## src/rtl/core/tlpt_ram.sv

```systemverilog
`timescale 1ns / 1ps
module tlpt_ram #(
  parameter int Width = 8,
  parameter int Depth = 16,
  localparam int AddrW = $clog2(Depth)
) (
  input  logic             clk_i,
  input  logic             we_i,
  input  logic [AddrW-1:0] waddr_i,
  input  logic [Width-1:0] wdata_i,
  input  logic             re_i,
  input  logic [AddrW-1:0] raddr_i,
  output logic [Width-1:0] rdata_o
);

  logic [Width-1:0] mem [Depth];
  logic [Width-1:0] rdata_q;

  always_ff @(posedge clk_i) begin
    if (we_i) begin
      mem[waddr_i] <= wdata_i;
    end
    if (re_i) begin
      rdata_q <= mem[raddr_i];
    end
  end

  assign rdata_o = rdata_q;

endmodule

```

## config.mk

```make
export PLATFORM = sky130hd
export DESIGN_NAME = tlpt_ram
export DESIGN_NICKNAME = d
export VERILOG_FILES = /design/src/rtl/core/tlpt_ram.sv
export SDC_FILE = /design/constraint.sdc
export NUM_CORES = 1
export LEC_CHECK = 0
export BUFFER_PORTS_ARGS = -buffer_cell sky130_fd_sc_hd__clkbuf_2
export CORE_AREA = 2 2 148 150
export CTS_CLUSTER_SIZE = 10
export DETAILED_ROUTE_END_ITERATION = 10
export DIE_AREA = 0 0 150 152
export PLACE_DENSITY = 0.48
export SYNTH_ARGS = -nofsm -noshare
export SYNTH_HDL_FRONTEND = slang
export SYNTH_SLANG_ARGS = --single-unit
export TNS_END_PERCENT = 30
```

## constraint.sdc

```tcl
create_clock -name clk_i -period 2.9 [get_ports clk_i]
set_clock_uncertainty 0.2 [all_clocks]
set_input_delay 0.145 -clock clk_i [delete_from_list [all_inputs] [get_ports clk_i]]
set_output_delay 0.145 -clock clk_i [all_outputs]
set_load 0.01 [all_outputs]
```

==> flow_summary_export.csv <==
group,metric,value,unit
logic_synthesis,syn_avg_cell_area,22.8,sq um
sta,clock.fmax,0.568,GHz
logic_synthesis,yosysSeqAreaShare,78.1,%
die,initial_utilization,24.5,%
drt,vias,2424,
clock_network,cts_tree,"yes",
critical_path,cp-end-kind,"flip-flop",
global_route,grt_pass1_vias,2616,
logic_synthesis,syn_area,5230,sq um
drt,drtAntennaViolNets,0,
critical_path,start_kind,"flip-flop",
sta,fin_ws,1.14,ns
place,place_ws,0.789,ns
cells_and_area,antenna_cells,0,
drt,vias_per_cell,4.17,
logic_synthesis,synth_cell_types,18,
hold_path,hold_class,"input port to flip-flop",
drt,drtIter0Drc,167,
critical_path,crit_fanout,1,
logic_synthesis,syn_nets,248,
power,leakage,2.11,nW
cells_and_area,syn_to_final_growth,22.1,%
cells_and_area,multi_input_area,1060,sq um
sta,slew_violations,0,
power,powerDensity,693,nW/um^2
clock_network,cts_setup_buffers,0,
place,dp_hpwl,7170,um
logic_synthesis,synth_top_cells_by_area,"edfxtp_1 (78%), mux4_2 (7.8%), mux4_1 (7.0%)",
global_route,grt_max_degree,33,
power,peakVddDrop,0.000357,V
drt,drc,0,
clock_network,cts_made_buffers,17,
cells_and_area,drive_gt1_share,28.9,%
critical_path,cp.arrival,1.70,ns
die,dieWidth,150,um
die,dieArea,22800,sq um
sta,hold_viol,0,
global_route,grtUsageTotal,10.0,%
cells_and_area,nNetsFinal,307,
cells_and_area,register_area,4080,sq um
clock_network,htree_num_levels,4,
global_route,grt_pass1_wl,16200,um
power,totalPowerFinal,4.42,mW
die,num_rows,54,
place,port_buffers,26,
sta,rsz0062_at_grt,"no",
clock_network,clock_tree.root_cell,"clkbuf_16",
global_route,antenna_found_initial,0,
critical_path,critPathKind,"flip-flop to flip-flop",
drt,drt_wl_total,10600,um
clock_network,path_clk_slew,0.05,ns
sta,finalSetupTns,0,ns
flow_run,max_cap_viol_count,0,
sta,relSlewSlack,47.2,%
sta,fin_crit_sh,60.7,%
clock_network,clkSinkCount,136,
die,io_pins,27,
logic_synthesis,yosysTopAreaCell,"edfxtp_1",
die,die_h,152,um
critical_path,critPathRequiredTime,2.84,ns
run_status,status,"finished, final reports clean",
clock_network,clk_latency,0.41,ns
logic_synthesis,ys_ff_latch,136,
cells_and_area,nFillCells,2130,
drt,wl_per_cell,18.3,um
clock_network,cts_buffer_depth,2,
sta,whs,0.0492,ns
sta,fin_crit,1.76,ns
logic_synthesis,synth_cells,229,
place,gp_congestion,0.687,
logic_synthesis,ys.warnings.count,0,
drt,dr.pass1.iters,4,
global_route,grt_overflow,0,
sta,worstMarginPinSlew,0.790,ns
logic_synthesis,netlist.area_leader.share,78.1,%
sta,setup_violations,0,
die,coreArea,21400,sq um
kinds of logic (layout without fill, tap and decap cells):
logic type,Yosys count,after routing,share of synthesized area (%)
muxes,32,32,14.8
DFF,136,136,78.1
buffers and inverters,10,82,1.65
and+or+nand+nor,35,35,3.14
AOI/OAI and AO/OA,16,16,2.30
Yosys cell counts (all sizes together):
cell,number
nand3,1
or3b,1
and2b,1
nor2,13
a22oi,16
nor2b,1
nand2b,2
nand3b,2
mux4,32
and2,1
nor3,4
clkdlybuf4s25,3
buf,7
edfxtp,136
nand2,9
metal layers:
metal / wire, um / vias to the layer above / part of all wire [%] / track usage [%]
met2: 4830 / 58 / 46 / 14.5
met1: 5170 / 1259 / 49 / 14.5
met5: 0 / - / 0 / 0
li1: - / 1098 / - / -
met3: 525 / 9 / 4.9 / 3.21
met4: 84 / 0 / 0.79 / 2.83
state kept, by name, summed over array words and instances (netlist names):
name,count
rdata_o,8
mem,128
cell type report:
class	count	share of cell area, %
Sequential cell	136	64.0
Clock buffer	21	6.90
Tap cell	280	5.49
Multi-Input combinational cell	83	16.6
Timing Repair Buffer	50	5.37
Clock inverter	11	1.67
layout by cell type, fill, tap and decap left out:
| cell type | n |
|---|---|
| edfxtp_1 | 136 |
| clkbuf_2 | 26 |
| mux4_2 | 18 |
| clkbuf_16 | 17 |
| a22oi_1 | 16 |
| buf_4 | 15 |
| mux4_1 | 14 |
| nor2_1 | 13 |
| nand2_1 | 9 |
| dlygate4sd3_1 | 8 |
| clkinv_2 | 6 |
| nor3_1 | 4 |
| clkbuf_1 | 4 |
| nand3b_1 | 2 |
| nand2b_1 | 2 |
| clkinv_1 | 2 |
| bufinv_16 | 2 |
| nor2b_1 | 1 |
| and2_1 | 1 |
| and2b_1 | 1 |
| nand3_1 | 1 |
| or3b_2 | 1 |
| clkinv_4 | 1 |
| buf_12 | 1 |
power by group:
group / internal (mW) / total, mW / leakage [nW] / switching (mW)
sequential: 2.22 / 2.23 / 1.24 / 0.0127
clock: 1.25 / 1.98 / 0.273 / 0.729
combinational: 0.0905 / 0.213 / 0.600 / 0.123
total: 3.56 / 4.42 / 2.11 / 0.865
worst paths after layout:
path	slack, ns	cells after the start	to	from
max	1.14	3	rdata_o[7]	mem[2][7]
min	0.05	3	mem[3][6]	waddr_i[3]
max reg2reg	1.14	3	rdata_o[7]	mem[2][7]
min reg2reg	0.55	3	rdata_o[3]	mem[14][3]
per-stage QoR:
step	cell area, sq um	util, %	instances
after floorplan	5230	-	229
after global placement	5750	27.0	541
after detailed placement	5750	27.0	541
after CTS	6380	29.9	581
after global routing	6380	29.9	581
final	6380	29.9	581
what timing repair did:
action	CTS	global route
setup endpoints to repair	0	0
endpoints found under the hold margin	100	0
hold buffers	8	0
gates resized for setup	0	0
critical path: stages (launching register included):
cell      delay [ns]
edfxtp_1        0.37
mux4_2          0.46
a22oi_1         0.33
nand2_1         0.13
(Power assumes the default switching activity.)
